## config.mk

```make
export PLATFORM = sky130hd
export DESIGN_NAME = tape_bit_waveform_encoder_top
export DESIGN_NICKNAME = d
export VERILOG_FILES = /design/src/rtl/tbwe_pkg.sv /design/src/rtl/tape_bit_waveform_encoder_top.sv /design/src/rtl/tbwe_ram.sv
export SDC_FILE = /design/constraint.sdc
export NUM_CORES = 1
export LEC_CHECK = 0
export BUFFER_PORTS_ARGS = -buffer_cell sky130_fd_sc_hd__buf_2
export CAP_MARGIN = 20
export CORE_ASPECT_RATIO = 0.75
export CORE_MARGIN = 2
export CORE_UTILIZATION = 70
export DETAILED_ROUTE_END_ITERATION = 10
export PLACE_DENSITY_LB_ADDON = 0.25
export SETUP_SLACK_MARGIN = 0.15
export SYNTH_ARGS = -nofsm -noshare
export SYNTH_HDL_FRONTEND = slang
export SYNTH_HIERARCHICAL = 1
export SYNTH_SLANG_ARGS = --single-unit
```

## constraint.sdc

```tcl
create_clock -name clk -period 24 [get_ports clk]
set_input_delay 2.4 -clock clk [delete_from_list [all_inputs] [get_ports clk]]
set_output_delay 2.4 -clock clk [all_outputs]
set_load 0.02 [all_outputs]
```

## src/rtl/tbwe_pkg.sv

```systemverilog
// shared types, constants and the wave table of the tape bit waveform encoder
`default_nettype none

package tbwe_pkg;

    localparam int MAX_BIT_PERIOD = 64;
    localparam int MIN_BIT_PERIOD = 2;
    localparam int ANGLE_STEPS    = 360;
    localparam int BITS_PER_BYTE  = 8;

    localparam int PERIOD_W   = 7;
    localparam int INDEX_W    = 6;
    localparam int COUNT_W    = 4;
    localparam int DEG_W      = 9;
    localparam int PRODUCT_W  = 15;
    localparam int DIV_STEPS  = DEG_W;
    localparam int DIV_CNT_W  = 4;
    localparam int CFG_DATA_W = PERIOD_W;
    localparam int CFG_IDX_W  = 1;

    localparam logic [PERIOD_W-1:0] BIT_PERIOD_RESET = 7'd20;
    localparam logic [PERIOD_W-1:0] PERIOD_LOW       = PERIOD_W'(MIN_BIT_PERIOD);
    localparam logic [PERIOD_W-1:0] PERIOD_HIGH      = PERIOD_W'(MAX_BIT_PERIOD);

    localparam logic [7:0] SQUARE_HIGH = 8'd235;
    localparam logic [7:0] SQUARE_LOW  = 8'd20;

    // floor(x / 5) == (x * 3277) >> 14 for x below 16384
    localparam int                RECIP5_SHIFT = 14;
    localparam logic [11:0]       RECIP5       = 12'd3277;
    localparam logic signed [11:0] BOOST_BIAS  = 12'sd640;
    localparam logic signed [11:0] BOOST_GAIN  = 12'sd6;

    localparam logic ACT_LOAD = 1'b0;
    localparam logic ACT_TICK = 1'b1;

    typedef enum logic [CFG_IDX_W-1:0] {
        REG_BIT_PERIOD  = 1'b0,
        REG_SQUARE_MODE = 1'b1
    } cfg_reg_t;

    // entry 0 holds the live encoder state
    localparam int STATE_DEPTH = 2;
    localparam int STATE_AW    = $clog2(STATE_DEPTH);

    typedef struct packed {
        logic [7:0]         shift_store;
        logic [COUNT_W-1:0] bits_left;
        logic [INDEX_W-1:0] sample_index;
    } enc_state_t;

    localparam int STATE_W = $bits(enc_state_t);

    typedef struct packed {
        logic       action;
        logic [7:0] data_byte;
    } item_t;

    typedef struct packed {
        logic [7:0] sample;
        logic       sample_valid;
        logic       byte_done;
        logic       load_refused;
    } result_t;

    localparam logic [6:0] QUARTER_WAVE [0:90] = '{
        7'd0,  7'd1,  7'd3,  7'd5,  7'd6,  7'd8,  7'd10, 7'd12, 7'd13, 7'd15,
        7'd17, 7'd19, 7'd20, 7'd22, 7'd24, 7'd25, 7'd27, 7'd29, 7'd30, 7'd32,
        7'd34, 7'd35, 7'd37, 7'd39, 7'd40, 7'd42, 7'd43, 7'd45, 7'd46, 7'd48,
        7'd49, 7'd51, 7'd52, 7'd54, 7'd55, 7'd57, 7'd58, 7'd60, 7'd61, 7'd62,
        7'd64, 7'd65, 7'd66, 7'd68, 7'd69, 7'd70, 7'd71, 7'd73, 7'd74, 7'd75,
        7'd76, 7'd77, 7'd78, 7'd79, 7'd80, 7'd81, 7'd82, 7'd83, 7'd84, 7'd85,
        7'd86, 7'd87, 7'd88, 7'd89, 7'd89, 7'd90, 7'd91, 7'd92, 7'd92, 7'd93,
        7'd93, 7'd94, 7'd95, 7'd95, 7'd96, 7'd96, 7'd97, 7'd97, 7'd97, 7'd98,
        7'd98, 7'd98, 7'd99, 7'd99, 7'd99, 7'd99, 7'd99, 7'd99, 7'd99, 7'd99,
        7'd100
    };

    // wave value in hundredths for an angle of 0..359 degrees
    function automatic logic signed [7:0] wave_value(input logic [DEG_W-1:0] deg);
        logic [DEG_W-1:0] d;
        logic [6:0]       mag;
        logic             neg;
        begin
            d = (deg > 9'd359) ? 9'd359 : deg;
            if (d <= 9'd90)
            begin
                mag = QUARTER_WAVE[d[6:0]];
                neg = 1'b1;
            end
            else if (d <= 9'd180)
            begin
                mag = (d == 9'd150) ? 7'd50 : QUARTER_WAVE[7'(9'd180 - d)];
                neg = 1'b1;
            end
            else if (d <= 9'd270)
            begin
                mag = QUARTER_WAVE[7'(d - 9'd180)];
                neg = 1'b0;
            end
            else
            begin
                mag = (d == 9'd330) ? 7'd50 : QUARTER_WAVE[7'(9'd360 - d)];
                neg = 1'b0;
            end
            wave_value = neg ? -$signed({1'b0, mag}) : $signed({1'b0, mag});
        end
    endfunction

endpackage

`default_nettype wire

```

## src/rtl/tape_bit_waveform_encoder_top.sv

```systemverilog
// top level of the tape bit waveform encoder
//
// item channel: item_valid / item_stall carry a request {action, data_byte}.
// a load request starts a byte (msb first); it is refused while a byte is
// still sending. a tick request yields the next audio sample of the byte,
// or silence (sample 0) when idle. every request gives one result on the
// result channel (result_valid / result_stall).
// the encoder state lives in a small synchronous ram that is read, updated
// and written back once per request.
// a load, an idle tick or a square-mode tick passes through S_CALC and
// S_FINISH, a sine-mode tick through S_CALC, S_DIV and S_FINISH; the sine
// phase angle floor(i*360/n) comes from a radix-2 divider that retires
// one quotient bit per cycle. one request is worked at a time; the next
// is taken once the current result sits in the output register, so a new
// request is not taken before the current one is through.
// a held result waits in the output register while the next request is
// already taken; a finished request waits for that register to free up.
// reset: bit_period is 20, square_mode 0, the encoder is idle, no result.
// configuration writes are taken on any cycle with cfg_we high.
`default_nettype none

module tape_bit_waveform_encoder_top
    import tbwe_pkg::*;
(
    input  wire logic                  clk,
    input  wire logic                  rst_n,
    input  wire logic                  item_valid,
    output logic                       item_stall,
    input  wire item_t                 item,
    output logic                       result_valid,
    input  wire logic                  result_stall,
    output result_t                    result,
    input  wire logic                  cfg_we,
    input  wire logic [CFG_IDX_W-1:0]  cfg_index,
    input  wire logic [CFG_DATA_W-1:0] cfg_data
);

    typedef enum logic [1:0] {
        S_IDLE,
        S_CALC,
        S_DIV,
        S_FINISH
    } fsm_t;

    fsm_t                  fsm_reg, fsm_next;
    item_t                 item_reg, item_next;
    result_t               res_reg, res_next;
    enc_state_t            upd_reg, upd_next;
    logic                  sine_reg, sine_next;
    logic                  one_reg, one_next;
    logic [PERIOD_W-1:0]   bit_period_reg, bit_period_next;
    logic                  square_mode_reg, square_mode_next;
    logic                  state_ok_reg, state_ok_next;
    logic                  result_valid_reg, result_valid_next;
    result_t               result_reg, result_next;

    logic [PERIOD_W-1:0]   div_rem_reg, div_rem_next;
    logic [DEG_W-1:0]      div_dvd_reg, div_dvd_next;
    logic [DEG_W-1:0]      div_quo_reg, div_quo_next;
    logic [DIV_CNT_W-1:0]  div_cnt_reg, div_cnt_next;
    logic [PERIOD_W-1:0]   div_n_reg, div_n_next;

    logic                  ram_we;
    enc_state_t            ram_rdata;
    logic [STATE_W-1:0]    ram_rdata_raw;
    enc_state_t            cur;

    logic [PERIOD_W-1:0]   period;
    logic [PERIOD_W-1:0]   n;
    logic [INDEX_W-1:0]    idx;
    logic                  last;
    logic [PRODUCT_W-1:0]  phase;
    logic [PERIOD_W:0]     trial;
    logic                  out_free;

    logic signed [7:0]     wv;
    logic signed [11:0]    boost_num;
    logic [23:0]           boost_prod;
    logic [7:0]            sine_sample;

    tbwe_ram #(
        .WIDTH (STATE_W),
        .DEPTH (STATE_DEPTH)
    ) u_state_ram (
        .clk   (clk),
        .we    (ram_we),
        .waddr (STATE_AW'(0)),
        .wdata (upd_reg),
        .raddr (STATE_AW'(0)),
        .rdata (ram_rdata_raw)
    );

    assign ram_rdata = enc_state_t'(ram_rdata_raw);
    // an unwritten state entry reads as reset (idle)
    assign cur = state_ok_reg ? ram_rdata : '0;

    assign out_free     = !result_valid_reg || !result_stall;
    assign ram_we       = (fsm_reg == S_FINISH) && out_free;
    assign item_stall   = (fsm_reg != S_IDLE);
    assign result_valid = result_valid_reg;
    assign result       = result_reg;

    // bit geometry of the current bit
    always_comb
    begin
        if (bit_period_reg < PERIOD_LOW)
        begin
            period = PERIOD_LOW;
        end
        else if (bit_period_reg > PERIOD_HIGH)
        begin
            period = PERIOD_HIGH;
        end
        else
        begin
            period = bit_period_reg;
        end
        n     = cur.shift_store[7] ? period : (period >> 1);
        idx   = ({1'b0, cur.sample_index} >= n) ? INDEX_W'(n - 7'd1) : cur.sample_index;
        last  = ({1'b0, idx} + 7'd1) >= n;
        phase = PRODUCT_W'({9'd0, idx} * PRODUCT_W'(ANGLE_STEPS));
    end

    // sine sample from the divider quotient
    always_comb
    begin
        wv          = wave_value(div_quo_reg);
        boost_num   = BOOST_BIAS + ($signed({{4{wv[7]}}, wv}) * BOOST_GAIN);
        boost_prod  = {13'd0, boost_num[10:0]} * {12'd0, RECIP5};
        sine_sample = one_reg ? boost_prod[RECIP5_SHIFT+7:RECIP5_SHIFT]
                              : {~wv[7], wv[6:0]};
    end

    assign trial = {div_rem_reg, div_dvd_reg[DEG_W-1]};

    always_comb
    begin
        fsm_next          = fsm_reg;
        item_next         = item_reg;
        res_next          = res_reg;
        upd_next          = upd_reg;
        sine_next         = sine_reg;
        one_next          = one_reg;
        bit_period_next   = bit_period_reg;
        square_mode_next  = square_mode_reg;
        state_ok_next     = state_ok_reg;
        result_valid_next = result_valid_reg;
        result_next       = result_reg;
        div_rem_next      = div_rem_reg;
        div_dvd_next      = div_dvd_reg;
        div_quo_next      = div_quo_reg;
        div_cnt_next      = div_cnt_reg;
        div_n_next        = div_n_reg;

        if (cfg_we)
        begin
            case (cfg_reg_t'(cfg_index))
                REG_BIT_PERIOD:  bit_period_next  = cfg_data;
                REG_SQUARE_MODE: square_mode_next = cfg_data[0];
                default:         ;
            endcase
        end

        if (result_valid_reg && !result_stall)
        begin
            result_valid_next = 1'b0;
        end

        case (fsm_reg)
            S_IDLE:
            begin
                if (item_valid)
                begin
                    item_next = item;
                    fsm_next  = S_CALC;
                end
            end
            S_CALC:
            begin
                res_next  = '0;
                upd_next  = cur;
                sine_next = 1'b0;
                one_next  = cur.shift_store[7];
                fsm_next  = S_FINISH;
                if (item_reg.action == ACT_LOAD)
                begin
                    if (cur.bits_left != '0)
                    begin
                        res_next.load_refused = 1'b1;
                    end
                    else
                    begin
                        upd_next.shift_store  = item_reg.data_byte;
                        upd_next.bits_left    = COUNT_W'(BITS_PER_BYTE);
                        upd_next.sample_index = '0;
                    end
                end
                else if (cur.bits_left != '0)
                begin
                    res_next.sample_valid = 1'b1;
                    if (square_mode_reg)
                    begin
                        res_next.sample = ({1'b0, idx} < (n >> 1)) ? SQUARE_HIGH : SQUARE_LOW;
                    end
                    else
                    begin
                        // quotient < 512 so the top dividend bits start below n
                        sine_next    = 1'b1;
                        div_rem_next = {1'b0, phase[PRODUCT_W-1:DEG_W]};
                        div_dvd_next = phase[DEG_W-1:0];
                        div_quo_next = '0;
                        div_cnt_next = DIV_CNT_W'(DIV_STEPS);
                        div_n_next   = n;
                        fsm_next     = S_DIV;
                    end
                    if (last)
                    begin
                        upd_next.sample_index = '0;
                        upd_next.shift_store  = {cur.shift_store[6:0], 1'b0};
                        upd_next.bits_left    = cur.bits_left - 4'd1;
                        res_next.byte_done    = (cur.bits_left == 4'd1);
                    end
                    else
                    begin
                        upd_next.sample_index = idx + 6'd1;
                    end
                end
            end
            S_DIV:
            begin
                if (trial >= {1'b0, div_n_reg})
                begin
                    div_rem_next = PERIOD_W'(trial - {1'b0, div_n_reg});
                    div_quo_next = {div_quo_reg[DEG_W-2:0], 1'b1};
                end
                else
                begin
                    div_rem_next = trial[PERIOD_W-1:0];
                    div_quo_next = {div_quo_reg[DEG_W-2:0], 1'b0};
                end
                div_dvd_next = {div_dvd_reg[DEG_W-2:0], 1'b0};
                div_cnt_next = div_cnt_reg - 4'd1;
                if (div_cnt_reg == 4'd1)
                begin
                    fsm_next = S_FINISH;
                end
            end
            S_FINISH:
            begin
                if (out_free)
                begin
                    result_next = res_reg;
                    if (sine_reg)
                    begin
                        result_next.sample = sine_sample;
                    end
                    result_valid_next = 1'b1;
                    state_ok_next     = 1'b1;
                    fsm_next          = S_IDLE;
                end
            end
            default:
            begin
                fsm_next = S_IDLE;
            end
        endcase
    end

    always_ff @(posedge clk or negedge rst_n)
    begin
        if (!rst_n)
        begin
            fsm_reg          <= S_IDLE;
            bit_period_reg   <= BIT_PERIOD_RESET;
            square_mode_reg  <= 1'b0;
            state_ok_reg     <= 1'b0;
            result_valid_reg <= 1'b0;
            div_cnt_reg      <= '0;
        end
        else
        begin
            fsm_reg          <= fsm_next;
            bit_period_reg   <= bit_period_next;
            square_mode_reg  <= square_mode_next;
            state_ok_reg     <= state_ok_next;
            result_valid_reg <= result_valid_next;
            div_cnt_reg      <= div_cnt_next;
        end
    end

    always_ff @(posedge clk)
    begin
        item_reg    <= item_next;
        res_reg     <= res_next;
        upd_reg     <= upd_next;
        sine_reg    <= sine_next;
        one_reg     <= one_next;
        result_reg  <= result_next;
        div_rem_reg <= div_rem_next;
        div_dvd_reg <= div_dvd_next;
        div_quo_reg <= div_quo_next;
        div_n_reg   <= div_n_next;
    end

endmodule

`default_nettype wire

```

## src/rtl/tbwe_ram.sv

```systemverilog
// generic single-port-write ram with registered read
`default_nettype none

module tbwe_ram #(
    parameter int WIDTH = 8,
    parameter int DEPTH = 2
) (
    input  wire logic                     clk,
    input  wire logic                     we,
    input  wire logic [$clog2(DEPTH)-1:0] waddr,
    input  wire logic [WIDTH-1:0]         wdata,
    input  wire logic [$clog2(DEPTH)-1:0] raddr,
    output logic      [WIDTH-1:0]         rdata
);

    logic [WIDTH-1:0] mem [DEPTH];

    always_ff @(posedge clk)
    begin
        if (we)
        begin
            mem[waddr] <= wdata;
        end
        rdata <= mem[raddr];
    end

endmodule

`default_nettype wire

```

## Yosys cells after proc, flatten, opt, wreduce, memory -nomap -nowiden

Memories as Yosys holds them, arrays and structs flattened. A register that Yosys moved wholly into a read port is not among the register bits.
Index checks and enable logic that the tools add are counted.

| word-level totals | value |
|---|---|
| register bits after elaboration | 99 |
| RAM bits | 36 |
| bits in read-only memories | 3584 |
| input bits | 22 |
| output and inout port bits | 13 |
| word-level logic and storage cells | 161 |
| memories kept | 5 |

Memories:

| name | words | bits a word | rd ports | clocked after Yosys merged registers in | write ports | line | RTL |
|---|---|---|---|---|---|---|---|
| (name not given) | 128 | 7 | 1 | 0 | 0 | tbwe_pkg.sv:103 | `mag = (d == 9'd330) ? 7'd50 : QUARTER_WAVE[7'(9'd360 - d)];` |
| (name not given) | 128 | 7 | 1 | 0 | 0 | tbwe_pkg.sv:98 | `mag = QUARTER_WAVE[7'(d - 9'd180)];` |
| (name not given) | 128 | 7 | 1 | 0 | 0 | tbwe_pkg.sv:93 | `mag = (d == 9'd150) ? 7'd50 : QUARTER_WAVE[7'(9'd180 - d)];` |
| (name not given) | 128 | 7 | 1 | 0 | 0 | tbwe_pkg.sv:88 | `mag = QUARTER_WAVE[d[6:0]];` |
| u_state_ram.mem | 2 | 18 | 1 | 1 | 1 | tbwe_ram.sv:16 | `logic [WIDTH-1:0] mem [DEPTH];` |

| cells by class | value |
|---|---|
| add/sub/neg operators | 11 |
| multipliers | 3 |
| order comparisons | 14 |
| equal/unequal tests | 13 |
| mux-type cells | 64 |
| bitwise gates (word level) | 7 |
| reductions and logical operators | 19 |

Operators by type and width:

| cell | number |
|---|---|
| $mux 7 | 20 |
| $mux 18 | 4 |
| $mux 9 | 7 |
| $pmux 9 s2 | 2 |
| $ge 8x8->1 const B | 4 |
| $mux 8 | 4 |
| $not 7->8 | 4 |
| $mul 11x12->22 const B | 1 |
| $mux 1 | 14 |
| $pmux 7 s2 | 1 |
| $mul 6x6->12 const B | 1 |
| $mux 12 | 1 |
| $mux 4 | 3 |
| $mux 6 | 2 |
| $ne 2x2->1 const B | 6 |
| $add 11x11->11 const A | 1 |
| $mul 8x3->10 const B | 1 |
| $reduce_and 2->1 | 5 |
| $eq 9x8->1 const B | 1 |
| $eq 9x9->1 const B | 1 |
| $gt 9x9->1 const B | 1 |
| $le 9x7->1 const B | 1 |
| $le 9x8->1 const B | 1 |
| $le 9x9->1 const B | 1 |
| 30 further kinds | 44 |

## Longest topological paths before layout

| depth | value |
|---|---|
| word-level depth | 18 |
| mapped depth | 54 |
| mapped depth without buffers | 50 |

## Modules after synthesis

Netlist, hierarchy kept.

Modules (own cells, without submodules):

| module | instances | cells each | area an instance (sq um) | seq. area each (sq um) |
|---|---|---|---|---|
| tape_bit_waveform_encoder_top | 1 | 1446 | 12425.7 | 2625.0 |
| tbwe_ram | 1 | 76 | 1725.4 | 1441.4 |

## Least setup slack after synthesis

Ideal clock, no wire load.

| path | value |
|---|---|
| path type | register to register |
| from | register div_quo_reg[1] |
| to | register result_reg, in the netlist result[10] (data pin) |
| library setup time | 254 ps |
| data arrival time | 11349 ps |
| required time | 23746 ps |
| path slack | 12398 ps |
| cell stages (with the launch flop) | 51 |
| buffers on the path | 4 |
| clock period less this slack | 11602 ps |
| cells stage by stage | edfxtp_1 clkbuf_1 inv_1 a22oi_2 inv_1 ha_1 buf_2 inv_1 ha_1 clkbuf_1 inv_1 clkbuf_1 ha_1 o22ai_1 a211oi_1 nor4_1 nor4_4 ha_1 (+15 left out) a22oi_1 xnor2_1 ha_1 fa_1 inv_1 fa_1 fa_1 inv_1 fa_1 ha_1 a21o_1 a21oi_1 nand2_1 a21o_1 a31o_2 nand3_1 nand3_1 a21o_1 |

| on the way | value |
|---|---|
| word-level cells in the longest chain between the ends | 18 |
| elaborated cells between the ends (all ways) | 41 |
| classes of those cells | 5 x add/sub; 2 x mul; 4 x order compare; 2 x eq/ne; 19 x mux; 5 x bitwise; 4 x memory |

Ends and longest elaborated chain:

| what | line | RTL |
|---|---|---|
| start, declared | tape_bit_waveform_encoder_top.sv:59 | `logic [DEG_W-1:0] div_quo_reg, div_quo_next;` |
| start signal, assigned | tape_bit_waveform_encoder_top.sv:301 | `div_quo_reg <= div_quo_next;` |
| $gt 9x9->1 | tbwe_pkg.sv:85 | `d = (deg > 9'd359) ? 9'd359 : deg;` |
| $mux 9 * | tbwe_pkg.sv:85 |  |
| $sub 7x7->7 | tbwe_pkg.sv:103 |  |
| $not 7->8 (implied by the code) | tbwe_pkg.sv:103 |  |
| $mem_v2 128x7 | - |  |
| $mux 7 (implied by the code) (2 in a row) | tbwe_pkg.sv:103 |  |
| $mux 7 | tbwe_pkg.sv:103 |  |
| $mux 7 | tbwe_pkg.sv:96 | `else if (d <= 9'd270)` |
| $mux 7 | tbwe_pkg.sv:91 | `else if (d <= 9'd180)` |
| $mux 7 | tbwe_pkg.sv:86 | `if (d <= 9'd90)` |
| $neg 7->8 | tbwe_pkg.sv:106 | `wave_value = neg ? -$signed({1'b0, mag}) : $signed({1'b0, mag});` |
| $mux 8 * | tbwe_pkg.sv:106 |  |
| $mul 8x3->10 | tape_bit_waveform_encoder_top.sv:128 | `boost_num = BOOST_BIAS + ($signed({{4{wv[7]}}, wv}) * BOOST_GAIN);` |
| $add 11x11->11 | tape_bit_waveform_encoder_top.sv:128 |  |
| $mul 11x12->22 | tape_bit_waveform_encoder_top.sv:129 | `boost_prod = {13'd0, boost_num[10:0]} * {12'd0, RECIP5};` |
| $mux 8 * | tape_bit_waveform_encoder_top.sv:130 | `sine_sample = one_reg ? boost_prod[RECIP5_SHIFT+7:RECIP5_SHIFT]` |
| $mux 8 * | tape_bit_waveform_encoder_top.sv:253 | `if (sine_reg)` |
| end signal, assigned | tape_bit_waveform_encoder_top.sv:298 | `result_reg <= result_next;` |
| end, declared | tape_bit_waveform_encoder_top.sv:55 | `result_t result_reg, result_next;` |

Mark *: on every way between the ends. The rest lies on a longest branch, timed or not. The select of a mux whose other input is x is not followed.
A chain may end at the register's enable or synchronous reset.

## Worst setup path after layout

| path | value |
|---|---|
| from | register div_quo_reg[5] |
| to | register result_reg, in the netlist result[8] (data pin) |

The elaborated chain is that of the path after synthesis.

==> flow_metrics.tcl <==
set metrics [dict create \
    layout-drive-gt1-share_pct 11.10 \
    yosys.cell_types.count 108 \
    timing.max_cap.violations 0 \
    cts_root_buf "clkbuf_16" \
    synth.avg_cell_area_um2 9.298 \
    ys_ff_latch 144 \
    hp-class "reg2reg" \
    cts_buffers 17 \
    synthMuxAreaShare_pct 4.775 \
    fmax_mhz 71.30 \
    start_util_pct 70.60 \
    maxSlewHeadroom_pct 28.10 \
    synth_top_family_by_area "compound AO/OA/AOI/OAI gates" \
    synthXorXnorAreaFrac_pct 2.971 \
    fillers 1347 \
    slowest_stage "edfxtp_1" \
    period_share_pct 58.44 \
    rsz0062_at_grt "no" \
    synthSimpleGateAreaFrac_pct 14.24 \
    fin_setup_tns_ns 0 \
    grt_max_degree 46 \
    routed_wirelength_mm 43.02 \
    synth_flop_cell "edfxtp_1" \
    cp-start-kind "flop" \
    status "finished, final reports clean" \
    seq_area_um2 4066 \
    ant_nets 0 \
    yosysWarnings 6 \
    grt_pass1_vias 12340 \
    timing_worst_slew_pin_value_ns 1.076 \
    hold_violations 0 \
    first_pass_iters 8 \
    multi_input_area_um2 9106 \
    slowest_delay_ns 1.00 \
    final.min_clock_period_ns 14.03 \
    worstPathRequired_ns 24.18 \
    cts_setup_buffers 0 \
    via_count 12720 \
    synthAdderAreaFrac_pct 20.02 \
    cp.arrival_ns 14.21 \
    row_count 45 \
    grt_overflow 0 \
    core_area_um2 20040 \
    synth_edf_count 110 \
    final_max_slew_viol_count 0 \
    routedWlPerCell_um 24.02 \
    finalNetCount 1745 \
    place_congestion 1.079 \
    antenna_found_initial 2 \
    met2_usage_pct 62.69 \
    post_cts_resized 0 \
    grt.busiest_layer "met2" \
    synthArstFlopShare_pct 11.11 \
    final_util_pct 74.81 \
    synthCells 1522 \
    die_x_um 168.2 \
    cp_max_fo 28 \
    clk_latency_ns 0.43 \
    largest_reg_flops 36 \
    ctsHoldBuffers 0 \
    drt_iter0_drc 2120 \
    critPathKind "reg2reg" \
    use_met3_pct 11.18 \
    synth_area_um2 14150 \
    timing.critical_path.to_type "flop" \
    dieHeight_um 127.1 \
    clockBufferDepth 2 \
    area_growth_pct 5.959 \
    synth_compound_area_share_pct 22.27 \
    skew_ns 0.01291 \
    yosysSeqAreaShare_pct 28.74 \
    grt_usage_pct 40.83 \
    dieArea_um2 21380 \
    drc 0 \
    place_hpwl_mm 29.86 \
    io_pins 35 \
    met1_usage_pct 55.85 \
    path_clk_slew_ns 0.06 \
    port_buffers 34 \
    cts_sinks 144 \
    finalSetupViolations 0 \
    ctsHtreeMaxLevel 4 \
    viasPerCell 7.102 \
    cts_tree "built" \
    grt_first_pass_wirelength_mm 68.16 \
]
==> routing by layer <==
layer  vias to the layer above  wire length, µm
met4                         2             1556
met1                      5990            17220
met2                       968            18940
met3                       161             5280
li1                       5599                -
met5                         -               13
==> layout by cell type, fill, tap and decap left out, drive strengths merged, types with 8 or more instances in the layout <==
| cell type | count |
|---|---|
| a21oi | 106 |
| a31oi | 27 |
| o211ai | 22 |
| nand3 | 33 |
| nor3b | 8 |
| buf | 55 |
| nor3 | 28 |
| nor2 | 95 |
| o21a | 8 |
| nand2 | 111 |
| o21ai | 73 |
| o22ai | 15 |
| edfxtp | 110 |
| nor4 | 12 |
| mux2 | 31 |
| dfxtp | 18 |
| clkbuf | 17 |
| or3 | 9 |
| inv | 157 |
| a22oi | 9 |
| dfrtp | 14 |
| a211oi | 34 |
| o311ai | 9 |
| o221ai | 8 |
| nand2b | 21 |
| a21o | 30 |
| mux2i | 24 |
| ha | 168 |
| fa | 36 |
| and2 | 25 |
| nor2b | 18 |
| xor2 | 9 |
| xnor2 | 39 |
| o31ai | 12 |
| a2111oi | 8 |
==> critical path: cells and delay by family (launching register included) <==
kind / cells / cell delay [ns]
fa+ha+maj: 12 / 5.03
compound gates: 15 / 3.83
buf+inv: 7 / 1.68
simple gates: 8 / 1.42
flops: 1 / 1.00
xor+xnor: 2 / 0.41
mux: 2 / 0.38
==> area by class of cell <==
type	count	share of cell area [%]
clock inverter	15	1.127
inverter	151	3.780
antenna	1	0.01669
multi-input combinational	1150	60.73
clock buffer	17	2.837
sequential	144	27.12
timing repair buffer	55	2.236
tap	258	2.153
==> Yosys cell counts (18+ instances only) <==
cell / instances / area (µm²)
ha_1: 168 / 2102
a21oi_1: 102 / 510.5
a211oi_1: 31 / 232.7
nor3_1: 25 / 125.1
buf_2: 22 / 110.1
a31oi_1: 26 / 162.7
inv_1: 146 / 548.0
nor2_1: 90 / 337.8
and2_1: 25 / 156.4
nand3_1: 33 / 165.2
a21o_1: 30 / 225.2
o211ai_1: 21 / 157.7
clkbuf_1: 38 / 142.6
dfxtp_1: 18 / 360.4
edfxtp_1: 110 / 3303
mux2i_1: 23 / 230.2
mux2_2: 21 / 236.5
nand2b_1: 21 / 131.4
nand2_1: 111 / 416.7
xnor2_1: 39 / 341.6
o21ai_0: 66 / 330.3
fa_1: 36 / 720.7
==> final timing paths <==
check                                from                 to  slack (ns)  cells after the start
setup / recovery           div_quo_reg[5]          result[8]        9.97                     46
hold / removal                 res_reg[2]          result[2]        0.43                      0
setup reg to reg           div_quo_reg[5]          result[8]        9.97                     46
hold reg to reg                res_reg[2]          result[2]        0.43                      0
max in group asynchronous           rst_n  bit_period_reg[4]       21.76                      1
min in group asynchronous           rst_n  bit_period_reg[1]        1.90                      1
==> metrics by stage <==
| stage | instance area [µm²] | hold WS, ns | worst slack [ns] | cells |
|---|---|---|---|---|
| finish | 14990 | 0.4326 | 9.974 | 1791 |
| global route | 14990 | 0.4403 | 9.111 | 1791 |
| CTS | 14980 | 0.4357 | 10.32 | 1789 |
| detailed placement | 14380 | 0.4236 | 10.34 | 1757 |
| global placement | 14380 | 0.4011 | 10.88 | 1757 |
| floorplan | 14160 | 0.4003 | 12.40 | 1524 |
==> cell families (layout without fill, tap and decap cells) <==
family	Yosys count	in the layout
AO/OA/AOI/OAI	442	442
multiplexers	57	57
flip-flops	144	144
adder cells (fa/ha/maj)	205	205
AND/OR/NAND/NOR	395	395
XOR/XNOR	48	48
buffers and inverters	230	238
other	1	4
Power is left out: the tool's default activity adds up to more than one toggle a clock period on the data nets, which glitch-free logic cannot reach.
